$ cat config.mk
export PLATFORM = sky130hd
export DESIGN_NAME = uart_fractional_baud_search
export DESIGN_NICKNAME = d
export VERILOG_FILES = /design/src/hdl/ufbs_pkg.sv /design/src/hdl/ufbs_div.sv /design/src/hdl/uart_fractional_baud_search.sv
export SDC_FILE = /design/constraint.sdc
export NUM_CORES = 1
export LEC_CHECK = 0
export BUFFER_PORTS_ARGS = -buffer_cell sky130_fd_sc_hd__buf_2
export CAP_MARGIN = 20
export CORE_MARGIN = 5
export CORE_UTILIZATION = 57
export DETAILED_ROUTE_END_ITERATION = 10
export PLACE_DENSITY = 0.89
export SLEW_MARGIN = 10
export SYNTH_ARGS = -nofsm -noshare
export SYNTH_HDL_FRONTEND = slang
export SYNTH_SLANG_ARGS = --single-unit
$ cat constraint.sdc
create_clock -name clock -period 5.7 [get_ports clock]
set_input_delay 1.14 -clock clock [delete_from_list [all_inputs] [get_ports clock]]
set_output_delay 1.14 -clock clock [all_outputs]
set_load 0.05 [all_outputs]
$ cat src/hdl/ufbs_pkg.sv
// ----------------------------------------------------------------------------
// ufbs_pkg
// Shared widths, constants and types of the fractional baud divider search.
// ----------------------------------------------------------------------------
package ufbs_pkg;

   localparam int BAUD_W     = 23;
   localparam int PCLK_W     = 27;
   localparam int DIVISOR_W  = 16;
   localparam int FRAC_W     = 4;
   localparam int DIVIDEND_W = PCLK_W;
   localparam int DSR_W      = BAUD_W;
   localparam int CNT_W      = $clog2(DIVIDEND_W);

   localparam logic [PCLK_W-1:0] PCLK_RESET = PCLK_W'(25000000);
   localparam logic [FRAC_W-1:0] ADD_FIRST  = FRAC_W'(1);
   localparam logic [FRAC_W-1:0] ADD_LAST   = FRAC_W'(14);
   localparam logic [FRAC_W-1:0] MUL_LAST   = FRAC_W'(15);

   typedef struct packed {
      logic busy;
      logic done;
   } div_status_type;

   typedef enum logic [7:0] {
      ST_IDLE       = 8'b0000_0001,
      ST_PLAIN_GO   = 8'b0000_0010,
      ST_PLAIN_WAIT = 8'b0000_0100,
      ST_SCALE_GO   = 8'b0000_1000,
      ST_SCALE_WAIT = 8'b0001_0000,
      ST_MOD_GO     = 8'b0010_0000,
      ST_MOD_WAIT   = 8'b0100_0000,
      ST_FINISH     = 8'b1000_0000
   } state_type;

endpackage

$ cat src/hdl/ufbs_div.sv
// ----------------------------------------------------------------------------
// ufbs_div
// Bit-serial restoring divider: one quotient bit per cycle, MSB first.
// ----------------------------------------------------------------------------
module ufbs_div (
   input  logic                            clock,
   input  logic                            reset,
   input  logic                            start,
   input  logic [ufbs_pkg::DIVIDEND_W-1:0] dividend,
   input  logic [ufbs_pkg::DSR_W-1:0]      divisor,
   output logic [ufbs_pkg::DIVIDEND_W-1:0] quotient,
   output logic [ufbs_pkg::DSR_W-1:0]      remainder,
   output ufbs_pkg::div_status_type        status
);

   localparam int DW = ufbs_pkg::DIVIDEND_W;
   localparam int SW = ufbs_pkg::DSR_W;
   localparam int CW = ufbs_pkg::CNT_W;
   localparam logic [CW-1:0] CNT_LAST = CW'(DW - 1);

   logic [DW-1:0] quo_ff, quo_in;
   logic [SW-1:0] rem_ff, rem_in;
   logic [SW-1:0] dsr_ff, dsr_in;
   logic [CW-1:0] cnt_ff, cnt_in;
   logic          busy_ff, busy_in;
   logic          done_ff, done_in;

   logic [SW:0]   trial;
   logic [SW:0]   diff;
   logic          fits;

   assign trial = {rem_ff, quo_ff[DW-1]};
   assign diff  = trial - {1'b0, dsr_ff};
   assign fits  = trial >= {1'b0, dsr_ff};

   always_comb begin
      quo_in  = quo_ff;
      rem_in  = rem_ff;
      dsr_in  = dsr_ff;
      cnt_in  = cnt_ff;
      busy_in = busy_ff;
      done_in = 1'b0;
      if (start) begin
         quo_in  = dividend;
         rem_in  = '0;
         dsr_in  = divisor;
         cnt_in  = '0;
         busy_in = 1'b1;
      end else if (busy_ff) begin
         quo_in = {quo_ff[DW-2:0], fits};
         rem_in = fits ? diff[SW-1:0] : trial[SW-1:0];
         if (cnt_ff == CNT_LAST) begin
            busy_in = 1'b0;
            done_in = 1'b1;
         end else begin
            cnt_in = cnt_ff + CW'(1);
         end
      end
   end

   always_ff @(posedge clock) begin
      if (reset) begin
         busy_ff <= 1'b0;
         done_ff <= 1'b0;
         cnt_ff  <= '0;
      end else begin
         busy_ff <= busy_in;
         done_ff <= done_in;
         cnt_ff  <= cnt_in;
      end
   end

   always_ff @(posedge clock) begin
      quo_ff <= quo_in;
      rem_ff <= rem_in;
      dsr_ff <= dsr_in;
   end

   assign quotient    = quo_ff;
   assign remainder   = rem_ff;
   assign status.busy = busy_ff;
   assign status.done = done_ff;

endmodule

$ cat src/hdl/uart_fractional_baud_search.sv
// ----------------------------------------------------------------------------
// uart_fractional_baud_search
// Finds UART divisor latch and fractional divider settings for a baud rate.
// ----------------------------------------------------------------------------
// One word is handled at a time. A zero baud goes straight to its result
// with no division; any other word first gets the plain divisor. Each
// fractional pair tried costs two more passes through the single
// bit-serial divider (clock scaling, then the division by baud), each a start,
// the bit steps and a decision. The worst case tries all 105 pairs, and a
// finished word may further stall while the previous result still waits.
// The next word is taken while a result still waits on the response side.
// ----------------------------------------------------------------------------
module uart_fractional_baud_search (
   input  logic                           clock,
   input  logic                           reset,
   input  logic                           csr_we,
   input  logic [ufbs_pkg::PCLK_W-1:0]    csr_wdata,
   input  logic                           req_valid,
   output logic                           req_ready,
   input  logic [ufbs_pkg::BAUD_W-1:0]    req_baud,
   output logic                           rsp_valid,
   input  logic                           rsp_ready,
   output logic [ufbs_pkg::DIVISOR_W-1:0] rsp_divisor,
   output logic [ufbs_pkg::FRAC_W-1:0]    rsp_div_add,
   output logic [ufbs_pkg::FRAC_W-1:0]    rsp_mul_val,
   output logic                           rsp_programmed,
   output logic                           rsp_ok
);

   localparam int BW = ufbs_pkg::BAUD_W;
   localparam int PW = ufbs_pkg::PCLK_W;
   localparam int VW = ufbs_pkg::DIVISOR_W;
   localparam int FW = ufbs_pkg::FRAC_W;
   localparam int DW = ufbs_pkg::DIVIDEND_W;
   localparam int SW = ufbs_pkg::DSR_W;
   localparam int XW = PW - 4;
   localparam int LW = XW - 6;

   ufbs_pkg::state_type state_ff, state_in;

   logic [PW-1:0] pclk_ff, pclk_in;
   logic [BW-1:0] baud_ff, baud_in;
   logic [FW-1:0] add_ff, add_in;
   logic [FW-1:0] mul_ff, mul_in;
   logic [DW-1:0] scaled_ff, scaled_in;

   logic [VW-1:0] res_div_ff, res_div_in;
   logic [FW-1:0] res_add_ff, res_add_in;
   logic [FW-1:0] res_mul_ff, res_mul_in;
   logic          res_prog_ff, res_prog_in;
   logic          res_ok_ff, res_ok_in;

   logic          rsp_valid_ff, rsp_valid_in;
   logic [VW-1:0] rsp_div_ff;
   logic [FW-1:0] rsp_add_ff;
   logic [FW-1:0] rsp_mul_ff;
   logic          rsp_prog_ff;
   logic          rsp_ok_ff;
   logic          rsp_load;

   logic                     div_start;
   logic [DW-1:0]            div_dividend;
   logic [SW-1:0]            div_divisor;
   logic [DW-1:0]            div_quo;
   logic [SW-1:0]            div_rem;
   ufbs_pkg::div_status_type div_status;

   logic [XW-1:0]   x_val;
   logic [LW-1:0]   limit;
   logic [BW-1:0]   err;
   logic            rem_up;
   logic [BW:0]     plain_div;
   logic [PW+3:0]   product;
   logic [FW:0]     pair_sum;
   logic [DW:0]     pair_div;

   function automatic logic [BW-1:0] round_err(input logic [BW-1:0] rem,
                                                input logic [BW-1:0] baud);
      return (rem > (baud >> 1)) ? (baud - rem) : rem;
   endfunction

   assign x_val     = pclk_ff[PW-1:4];
   assign limit     = pclk_ff[PW-1:10];
   assign err       = round_err(div_rem, baud_ff);
   assign rem_up    = div_rem > (baud_ff >> 1);
   assign plain_div = (BW+1)'(div_quo) + (BW+1)'(rem_up);
   assign product   = (PW+4)'(pclk_ff) * (PW+4)'(mul_ff);
   assign pair_sum  = (FW+1)'(mul_ff) + (FW+1)'(add_ff);
   assign pair_div  = (DW+1)'(div_quo) + (DW+1)'(div_rem != '0);

   ufbs_div u_div (
      .clock     (clock),
      .reset     (reset),
      .start     (div_start),
      .dividend  (div_dividend),
      .divisor   (div_divisor),
      .quotient  (div_quo),
      .remainder (div_rem),
      .status    (div_status)
   );

   always_comb begin
      div_start    = 1'b0;
      div_dividend = '0;
      div_divisor  = baud_ff;
      case (state_ff)
         ufbs_pkg::ST_PLAIN_GO: begin
            div_start    = 1'b1;
            div_dividend = DW'(x_val);
         end
         ufbs_pkg::ST_SCALE_GO: begin
            div_start    = 1'b1;
            div_dividend = product[PW+3:4];
            div_divisor  = SW'(pair_sum);
         end
         ufbs_pkg::ST_MOD_GO: begin
            div_start    = 1'b1;
            div_dividend = scaled_ff;
         end
         default: begin
            div_start = 1'b0;
         end
      endcase
   end

   always_comb begin
      state_in    = state_ff;
      pclk_in     = csr_we ? csr_wdata : pclk_ff;
      baud_in     = baud_ff;
      add_in      = add_ff;
      mul_in      = mul_ff;
      scaled_in   = scaled_ff;
      res_div_in  = res_div_ff;
      res_add_in  = res_add_ff;
      res_mul_in  = res_mul_ff;
      res_prog_in = res_prog_ff;
      res_ok_in   = res_ok_ff;
      rsp_load    = 1'b0;
      case (state_ff)
         ufbs_pkg::ST_IDLE: begin
            if (req_valid) begin
               baud_in     = req_baud;
               res_div_in  = '0;
               res_add_in  = '0;
               res_mul_in  = '0;
               res_prog_in = 1'b0;
               res_ok_in   = 1'b0;
               state_in    = (req_baud == '0) ? ufbs_pkg::ST_FINISH
                                              : ufbs_pkg::ST_PLAIN_GO;
            end
         end
         ufbs_pkg::ST_PLAIN_GO: begin
            state_in = ufbs_pkg::ST_PLAIN_WAIT;
         end
         ufbs_pkg::ST_PLAIN_WAIT: begin
            if (div_status.done) begin
               if ((BW+1)'(err) <= (BW+1)'(limit) || plain_div <= (BW+1)'(2)) begin
                  res_div_in  = plain_div[VW-1:0];
                  res_prog_in = 1'b1;
                  res_ok_in   = err <= (baud_ff >> 6);
                  state_in    = ufbs_pkg::ST_FINISH;
               end else begin
                  add_in   = ufbs_pkg::ADD_FIRST;
                  mul_in   = ufbs_pkg::ADD_FIRST + FW'(1);
                  state_in = ufbs_pkg::ST_SCALE_GO;
               end
            end
         end
         ufbs_pkg::ST_SCALE_GO: begin
            state_in = ufbs_pkg::ST_SCALE_WAIT;
         end
         ufbs_pkg::ST_SCALE_WAIT: begin
            if (div_status.done) begin
               scaled_in = div_quo;
               state_in  = ufbs_pkg::ST_MOD_GO;
            end
         end
         ufbs_pkg::ST_MOD_GO: begin
            state_in = ufbs_pkg::ST_MOD_WAIT;
         end
         ufbs_pkg::ST_MOD_WAIT: begin
            if (div_status.done) begin
               if ((BW+1)'(err) <= (BW+1)'(limit)) begin
                  res_div_in  = pair_div[VW-1:0];
                  res_add_in  = add_ff;
                  res_mul_in  = mul_ff;
                  res_prog_in = 1'b1;
                  res_ok_in   = 1'b1;
                  state_in    = ufbs_pkg::ST_FINISH;
               end else if (mul_ff != ufbs_pkg::MUL_LAST) begin
                  mul_in   = mul_ff + FW'(1);
                  state_in = ufbs_pkg::ST_SCALE_GO;
               end else if (add_ff != ufbs_pkg::ADD_LAST) begin
                  add_in   = add_ff + FW'(1);
                  mul_in   = add_ff + FW'(2);
                  state_in = ufbs_pkg::ST_SCALE_GO;
               end else begin
                  state_in = ufbs_pkg::ST_FINISH;
               end
            end
         end
         ufbs_pkg::ST_FINISH: begin
            if (!rsp_valid_ff || rsp_ready) begin
               rsp_load = 1'b1;
               state_in = ufbs_pkg::ST_IDLE;
            end
         end
         default: begin
            state_in = ufbs_pkg::ST_IDLE;
         end
      endcase
   end

   always_comb begin
      rsp_valid_in = rsp_valid_ff;
      if (rsp_load) begin
         rsp_valid_in = 1'b1;
      end else if (rsp_ready) begin
         rsp_valid_in = 1'b0;
      end
   end

   always_ff @(posedge clock) begin
      if (reset) begin
         state_ff     <= ufbs_pkg::ST_IDLE;
         pclk_ff      <= ufbs_pkg::PCLK_RESET;
         rsp_valid_ff <= 1'b0;
      end else begin
         state_ff     <= state_in;
         pclk_ff      <= pclk_in;
         rsp_valid_ff <= rsp_valid_in;
      end
   end

   always_ff @(posedge clock) begin
      baud_ff     <= baud_in;
      add_ff      <= add_in;
      mul_ff      <= mul_in;
      scaled_ff   <= scaled_in;
      res_div_ff  <= res_div_in;
      res_add_ff  <= res_add_in;
      res_mul_ff  <= res_mul_in;
      res_prog_ff <= res_prog_in;
      res_ok_ff   <= res_ok_in;
      if (rsp_load) begin
         rsp_div_ff  <= res_div_ff;
         rsp_add_ff  <= res_add_ff;
         rsp_mul_ff  <= res_mul_ff;
         rsp_prog_ff <= res_prog_ff;
         rsp_ok_ff   <= res_ok_ff;
      end
   end

   assign req_ready      = state_ff == ufbs_pkg::ST_IDLE;
   assign rsp_valid      = rsp_valid_ff;
   assign rsp_divisor    = rsp_div_ff;
   assign rsp_div_add    = rsp_add_ff;
   assign rsp_mul_val    = rsp_mul_ff;
   assign rsp_programmed = rsp_prog_ff;
   assign rsp_ok         = rsp_ok_ff;

   a_done_in_wait: assert property (@(posedge clock) disable iff (reset)
      div_status.done |-> (state_ff == ufbs_pkg::ST_PLAIN_WAIT ||
                           state_ff == ufbs_pkg::ST_SCALE_WAIT ||
                           state_ff == ufbs_pkg::ST_MOD_WAIT))
      else $error("divider finished outside a wait state");

   a_pair_order: assert property (@(posedge clock) disable iff (reset)
      (state_ff == ufbs_pkg::ST_SCALE_GO || state_ff == ufbs_pkg::ST_SCALE_WAIT ||
       state_ff == ufbs_pkg::ST_MOD_GO || state_ff == ufbs_pkg::ST_MOD_WAIT)
      |-> (add_ff >= ufbs_pkg::ADD_FIRST && mul_ff > add_ff &&
           mul_ff <= ufbs_pkg::MUL_LAST))
      else $error("fractional pair out of order");

   a_ok_needs_prog: assert property (@(posedge clock) disable iff (reset)
      rsp_valid_ff |-> (!rsp_ok_ff || rsp_prog_ff))
      else $error("ok without programming");

   a_fail_zero: assert property (@(posedge clock) disable iff (reset)
      (rsp_valid_ff && !rsp_prog_ff) |->
      (rsp_div_ff == '0 && rsp_add_ff == '0 && rsp_mul_ff == '0))
      else $error("unprogrammed word carries settings");

   a_load_from_finish: assert property (@(posedge clock) disable iff (reset)
      $rose(rsp_valid_ff) |-> $past(state_ff == ufbs_pkg::ST_FINISH))
      else $error("response raised outside finish");

endmodule

==> impl_metrics.env, run 1 <==
export IMPL_clock_skew_ns=0.008910
export IMPL_avgViaCountPerCell=6.282
export IMPL_drtIter0Drc=1677
export IMPL_rsz0062_at_grt="false"
export IMPL_seq_area_frac_synth_pct=37.01
export IMPL_ys_top_cells_by_area="edfxtp_1 29%, ha_1 11%, dfxtp_1 8.0%"
export IMPL_io_buffers=82
export IMPL_drive_above_1_share_pct=10.00
export IMPL_period_minus_slack_ns=5.304
export IMPL_tns_ns=0
export IMPL_post_cts_setup_buffer_count=0
export IMPL_die_area_um2=32540
export IMPL_row_count=62
export IMPL_fp_dieH_um=180.4
export IMPL_whs_path_depth=0
export IMPL_min_from="res_mul_ff[1]"
export IMPL_wire_per_inst_um=19.47
export IMPL_slowest_delay_ns=0.47
export IMPL_whs_ns=0.4183
export IMPL_status="finished clean"
export IMPL_r2r_start="u_div.remainder[2]"
export IMPL_cts_sinks=226
export IMPL_start_util_pct=57.66
export IMPL_yosys_area_top_type="edfxtp_1"
export IMPL_setup_viol=0
export IMPL_seqPwrFrac_pct=28.7
export IMPL_internal_power_mw=4.394
export IMPL_start_kind="flip-flop"
export IMPL_yosys_area_top_type_share_pct=29.03
export IMPL_cp_top_family="compound AO/OA/AOI/OAI gates"
export IMPL_switching_share_pct=41.87
export IMPL_syn_area_per_cell_um2=9.298
export IMPL_r2r_slack_ns=0.40
export IMPL_dp_hpwl_um=32490
export IMPL_hold_violations=0
export IMPL_io_pins=83
export IMPL_drt_wl_total_um=43490
export IMPL_whs_endpoint="rsp_mul_val[1]"
export IMPL_antenna_found_initial=0
export IMPL_yosys_warnings=0
export IMPL_p_clk_share_pct=22.0
export IMPL_crit_buf_inv=2
export IMPL_synth_main_ff_cell="edfxtp_1"
export IMPL_critical_path_arrival_ns=5.53
export IMPL_max_cap_violations=0
export IMPL_timing_final_crit_share_pct=93.05
export IMPL_ys_async_sr_fraction_pct=0
export IMPL_ctsLongestPathBuffers=3
export IMPL_cp_max_fo=18
export IMPL_htree_num_levels=1
export IMPL_clock_fmax_ghz=0.1885
export IMPL_tightest_slew_ns=0.9619
export IMPL_cts_made_buffers=25
export IMPL_combPwrFrac_pct=49.3
export IMPL_synth_edf_count=160
export IMPL_clkSlewWorstSetupHoldPaths_ns=0.07
export IMPL_ant_nets=0
export IMPL_slew_limit_headroom_pct=35.67
export IMPL_ctsResizeCount=0
export IMPL_first_global_vias=13870
export IMPL_drc_errors=0
export IMPL_synth_seq_cells=226
export IMPL_synthCells=1780
export IMPL_grt_total_usage_pct=26.10
export IMPL_switchingPower_mw=3.166
export IMPL_vdd_drop_max_mv=0.3203
export IMPL_coreArea_um2=28700
export IMPL_firstDrtPassIters=8
export IMPL_die_w_um=180.4
export IMPL_clock_root_buffer="clkbuf_16"
export IMPL_final_max_slew_violation_count=0
export IMPL_fillers=2331
export IMPL_syn2layout_area_growth_pct=9.964
export IMPL_routabilityCongestion=1.000
export IMPL_hold_class="flip-flop to flip-flop"
export IMPL_cts_tree="yes"
export IMPL_synth_area_um2=16550
export IMPL_synth_most_common_cell="nand2_1"
export IMPL_power_density_nw_per_um2=415.4
export IMPL_reg2reg_to="res_div_ff[9]"
export IMPL_fin_nets=2086
export IMPL_path_class="flip-flop to flip-flop"
export IMPL_overflow=0
export IMPL_hold_buffers=0
export IMPL_num_antenna_cells=0
export IMPL_synth_common_cells="174 x nand2_1, 160 x edfxtp_1, 160 x nor2_1"
export IMPL_leakagePower_nw=7.780
export IMPL_cp_data_required_time_ns=5.92
export IMPL_grt_pass1_wl_um=70880
export IMPL_synth_distinct_cells=81
export IMPL_syn_nets=2035
export IMPL_cp_end_kind="flip-flop"
export IMPL_clock_latency_ns=0.54
export IMPL_worstPathCellList="inv_1 -> ha_1 -> nor2b_1 -> o31ai_1 -> a21oi_1 -> o41ai_4 -> o21ai_0 -> a21o_1 -> a21oi_1 -> xor2_1 -> o21ai_0 -> ha_1 -> a211oi_1 -> o211ai_1 -> o21ai_0 -> nand2_1 -> o21ai_0 -> nor3b_2 -> buf_4"
export IMPL_cp_slowest_cell="o21ai_0"
export IMPL_r2r_cells=19
export IMPL_crit_top_cell="o21ai_0"
export IMPL_grt_max_degree=48
export IMPL_vias=14030
## cell families (layout without fill, tap and decap cells)
family	after synthesis	in the layout	share of synthesized area [%]
compound gates	432	432	17.25
xor+xnor	74	74	3.916
fa+ha+maj	200	200	17.48
buf+inv	236	306	5.511
flops	226	226	37.01
mux	31	31	1.920
simple gates	581	581	16.91
## state kept, by name, indices dropped and copies added (netlist names), 4 cells and up
| register | flops |
|---|---|
| u_div.remainder | 23 |
| u_div.cnt_ff | 5 |
| res_add_ff | 4 |
| mul_ff | 4 |
| pclk_ff | 27 |
| add_ff | 4 |
| res_div_ff | 16 |
| scaled_ff | 27 |
| baud_ff | 23 |
| u_div.quotient | 27 |
| rsp_divisor | 16 |
| rsp_div_add | 4 |
| state_ff | 8 |
| u_div.dsr_ff | 23 |
| rsp_mul_val | 4 |
| res_mul_ff | 4 |
## how the worst max path moves through the flow
stage / start / endpoint / cells past startpoint
2_1_floorplan: baud_ff[18] / res_div_ff[0] / 20
3_3_place_gp: u_div.remainder[2] / res_div_ff[14] / 19
3_5_place_dp: u_div.remainder[2] / res_div_ff[9] / 19
4_1_cts: u_div.remainder[2] / res_div_ff[9] / 19
5_1_grt: u_div.remainder[2] / res_div_ff[10] / 19
6_report: u_div.remainder[2] / res_div_ff[9] / 19
## metrics by stage
step	cell area [µm²]	power, mW	instances	utilization (%)	setup slack (ns)
floorplan	16560	4.836	1780	-	0.6243
global placement	17290	5.597	2185	60.24	0.6896
detailed placement	17290	5.750	2185	60.24	0.4968
CTS	18140	7.452	2231	63.20	0.3950
global route	18200	8.071	2234	63.41	0.08291
finish	18200	7.560	2234	63.41	0.3961
## cell type report
type                            count  area, µm²  area share [%]
Sequential cell                   226       6126           33.66
Tap cell                          384      480.5           2.640
Clock inverter                     17      165.2          0.9075
Multi-Input combinational cell   1318       9565           52.56
Clock buffer                       29      681.9           3.747
Inverter                          158      593.1           3.259
Timing Repair Buffer              102      588.1           3.231
## routing by layer
metal	part of all wire (%)	track usage, %
met1	40	35.20
met2	47	43.24
met5	0	0
met3	8.2	2.987
met4	4.4	10.53
## power groups by stage
stage	clock network (mW)	logic, mW	registers (mW)
finish	1.67	3.73	2.17
global route	1.76	4.12	2.19
CTS	1.68	3.61	2.16
detailed placement	0	3.56	2.20
global placement	0	3.41	2.18
floorplan	0	2.74	2.09
## cell usage in the layout (no fill, tap or decap), types with 35 or more instances in the layout
| cell type | count |
|---|---|
| xnor2_1 | 40 |
| edfxtp_1 | 160 |
| inv_1 | 157 |
| ha_1 | 148 |
| nor2_1 | 160 |
| dfxtp_1 | 66 |
| o21ai_0 | 99 |
| buf_2 | 82 |
| a21oi_1 | 116 |
| fa_1 | 52 |
| a21o_1 | 35 |
| nand2_1 | 174 |
| and2_1 | 39 |
No activity file was read; power rests on OpenSTA's default activity.
==> run 2, diff against run 1 <==
--- a/config.mk
+++ b/config.mk
@@ -8,9 +8,9 @@
 export BUFFER_PORTS_ARGS = -buffer_cell sky130_fd_sc_hd__buf_2
 export CAP_MARGIN = 20
 export CORE_MARGIN = 5
-export CORE_UTILIZATION = 57
+export CORE_UTILIZATION = 58
 export DETAILED_ROUTE_END_ITERATION = 10
-export PLACE_DENSITY = 0.89
+export PLACE_DENSITY = 0.87
 export SLEW_MARGIN = 10
 export SYNTH_ARGS = -nofsm -noshare
 export SYNTH_HDL_FRONTEND = slang
==> constraint.sdc (replaced) <==
create_clock -name clock -period 5.4 [get_ports clock]
set_input_delay 1.08 -clock clock [delete_from_list [all_inputs] [get_ports clock]]
set_output_delay 1.08 -clock clock [all_outputs]
set_load 0.05 [all_outputs]
==> run 2 against run 1 <==
  * Flip-flop and latch count is the same
  * Cell area grew 0.47%
  * Count of clock-buffer cells in the layout grew 1
  * Total power grew 7.5%
  * Clock power grew 6%
  * Combinational power grew 8.8%
  * Global-route usage grew 1.6 points
  * Clock skew grew 0.0063 ns
  * Die area shrank 1.6%
  * Critical endpoint is now res_div_ff[8]
  * Largest power group unchanged
  * Highest routed layer unchanged
==> impl_metrics.env, run 2 (synthesis gave the netlist of run 1 again) <==
export IMPL_status="finished clean"
export IMPL_tightest_slew_ns=0.9325
export IMPL_cts_tree="yes"
export IMPL_r2r_cells=21
export IMPL_ant_nets=0
export IMPL_drc_errors=0
export IMPL_ctsLongestPathBuffers=3
export IMPL_cp_data_required_time_ns=5.62
export IMPL_vias=14060
export IMPL_cp_max_fo=18
export IMPL_min_from="res_prog_ff"
export IMPL_antenna_found_initial=0
export IMPL_r2r_start="baud_ff[18]"
export IMPL_post_cts_setup_buffer_count=0
export IMPL_firstDrtPassIters=7
export IMPL_crit_cells=21
export IMPL_seq_area_um2=6126
export IMPL_fp_dieH_um=178.9
export IMPL_drtIter0Drc=1428
export IMPL_tns_ns=0
export IMPL_dp_hpwl_um=33360
export IMPL_path_class="flip-flop to flip-flop"
export IMPL_cts_sinks=226
export IMPL_clkSlewWorstSetupHoldPaths_ns=0.06
export IMPL_leakagePower_nw=7.837
export IMPL_drt_wl_total_um=44210
export IMPL_io_buffers=82
export IMPL_htree_num_levels=1
export IMPL_grt_pass1_wl_um=71170
export IMPL_hold_class="flip-flop to flip-flop"
export IMPL_mostFrequentLayoutCell="nand2_1"
export IMPL_start_util_pct=59.09
export IMPL_cp_top_family="simple AND/OR/NAND/NOR gates"
export IMPL_timing_final_crit_share_pct=94.60
export IMPL_critical_path_arrival_ns=5.33
export IMPL_clock_skew_ns=0.01521
export IMPL_first_global_vias=13870
export IMPL_power_density_nw_per_um2=444.3
export IMPL_clock_fmax_ghz=0.1958
export IMPL_grt_total_usage_pct=27.69
export IMPL_vdd_drop_max_mv=0.5892
export IMPL_start_kind="flip-flop"
export IMPL_period_minus_slack_ns=5.108
export IMPL_io_pins=83
export IMPL_die_w_um=178.9
export IMPL_row_count=61
export IMPL_rsz0062_at_grt="false"
export IMPL_wire_per_inst_um=19.74
export IMPL_slew_limit_headroom_pct=37.26
export IMPL_crit_buf_inv=3
export IMPL_clock_latency_ns=0.53
export IMPL_multi_input_area_um2=9580
export IMPL_setup_viol=0
export IMPL_whs_ns=0.4196
export IMPL_die_area_um2=32010
export IMPL_overflow=0
export IMPL_clock_root_buffer="clkbuf_16"
export IMPL_fin_nets=2096
export IMPL_fin_util_pct=65.28
export IMPL_fillers=2199
export IMPL_cp_slowest_cell="edfxtp_1"
export IMPL_cts_made_buffers=26
export IMPL_slowest_delay_ns=0.40
export IMPL_crit_start="baud_ff[18]"
export IMPL_final_max_slew_violation_count=0
export IMPL_worstPathCellList="inv_1 -> ha_1 -> and3b_1 -> a221o_1 -> a2111oi_4 -> o21ai_1 -> o21ai_2 -> inv_1 -> ha_1 -> ha_1 -> nand3_4 -> o21ai_0 -> mux2_2 -> nor3_1 -> o21ai_0 -> nor4_1 -> nand4_1 -> and2_1 -> o21ai_0 -> nor3b_2 -> buf_6"
export IMPL_syn2layout_area_growth_pct=10.48
export IMPL_hold_violations=0
export IMPL_coreArea_um2=28010
export IMPL_max_cap_violations=0
export IMPL_routabilityCongestion=0.9863
export IMPL_r2r_slack_ns=0.29
export IMPL_avgViaCountPerCell=6.280
export IMPL_num_antenna_cells=0
export IMPL_grt_max_degree=48
export IMPL_drive_above_1_share_pct=10.48
export IMPL_whs_path_depth=0
export IMPL_cp_end_kind="flip-flop"
export IMPL_final_cell_mix="174 x nand2_1, 160 x nor2_1, 160 x edfxtp_1"
[run 2: cell types whose count changed in the layout (fill, tap and decap cells not counted), sizes merged]
cell	before	now
buf	102	111
clkbuf	29	30
clkinv	5	11
clkinvlp	6	2
inv	162	161
[run 2: metal layers]
metal  global-route usage, %  wire, µm  vias to the layer above
li1                        -         -                     6535
met1                   36.67     17990                     6712
met5                       0         0                        -
met3                   4.260      3594                      136
met4                   10.30      1793                        0
met2                   46.12     20830                      677
[run 2: timing repair]
| action | 4_1_cts | 5_1_grt |
|---|---|---|
| hold buffers | 0 | 0 |
| resized for setup | 0 | 11 |
| setup endpoints to repair | 0 | 35 |
[run 2: where the power goes]
| part | leakage, nW | switching (mW) | internal (mW) |
|---|---|---|---|
| clock | 0.421 | 0.738 | 1.03 |
| sequential | 2.03 | 0.255 | 2.04 |
| combinational | 5.39 | 2.43 | 1.63 |
| total | 7.84 | 3.42 | 4.70 |
[run 2: layout make-up]
type / count / share of cell area (%)
Multi-Input combinational cell: 1318 / 52.40
Timing Repair Buffer: 111 / 3.545
Clock buffer: 30 / 3.811
Tap cell: 378 / 2.587
Clock inverter: 18 / 0.9169
Sequential cell: 226 / 33.50
Inverter: 158 / 3.243
[run 2: final timing paths]
kind,end
hold / removal,rsp_programmed
setup reg to reg,res_div_ff[8]
setup / recovery,res_div_ff[8]
hold reg to reg,rsp_programmed
[run 2: per-stage QoR]
| stage | area [µm²] | std cells | power, mW | setup slack, ns |
|---|---|---|---|---|
| floorplan | 16560 | 1780 | 5.105 | 0.3243 |
| global placement | 17360 | 2190 | 6.081 | 0.2524 |
| detailed placement | 17360 | 2190 | 6.192 | 0.1463 |
| CTS | 18230 | 2238 | 7.997 | 0.1117 |
| global route | 18290 | 2239 | 8.657 | 0.01227 |
| finish | 18290 | 2239 | 8.124 | 0.2916 |
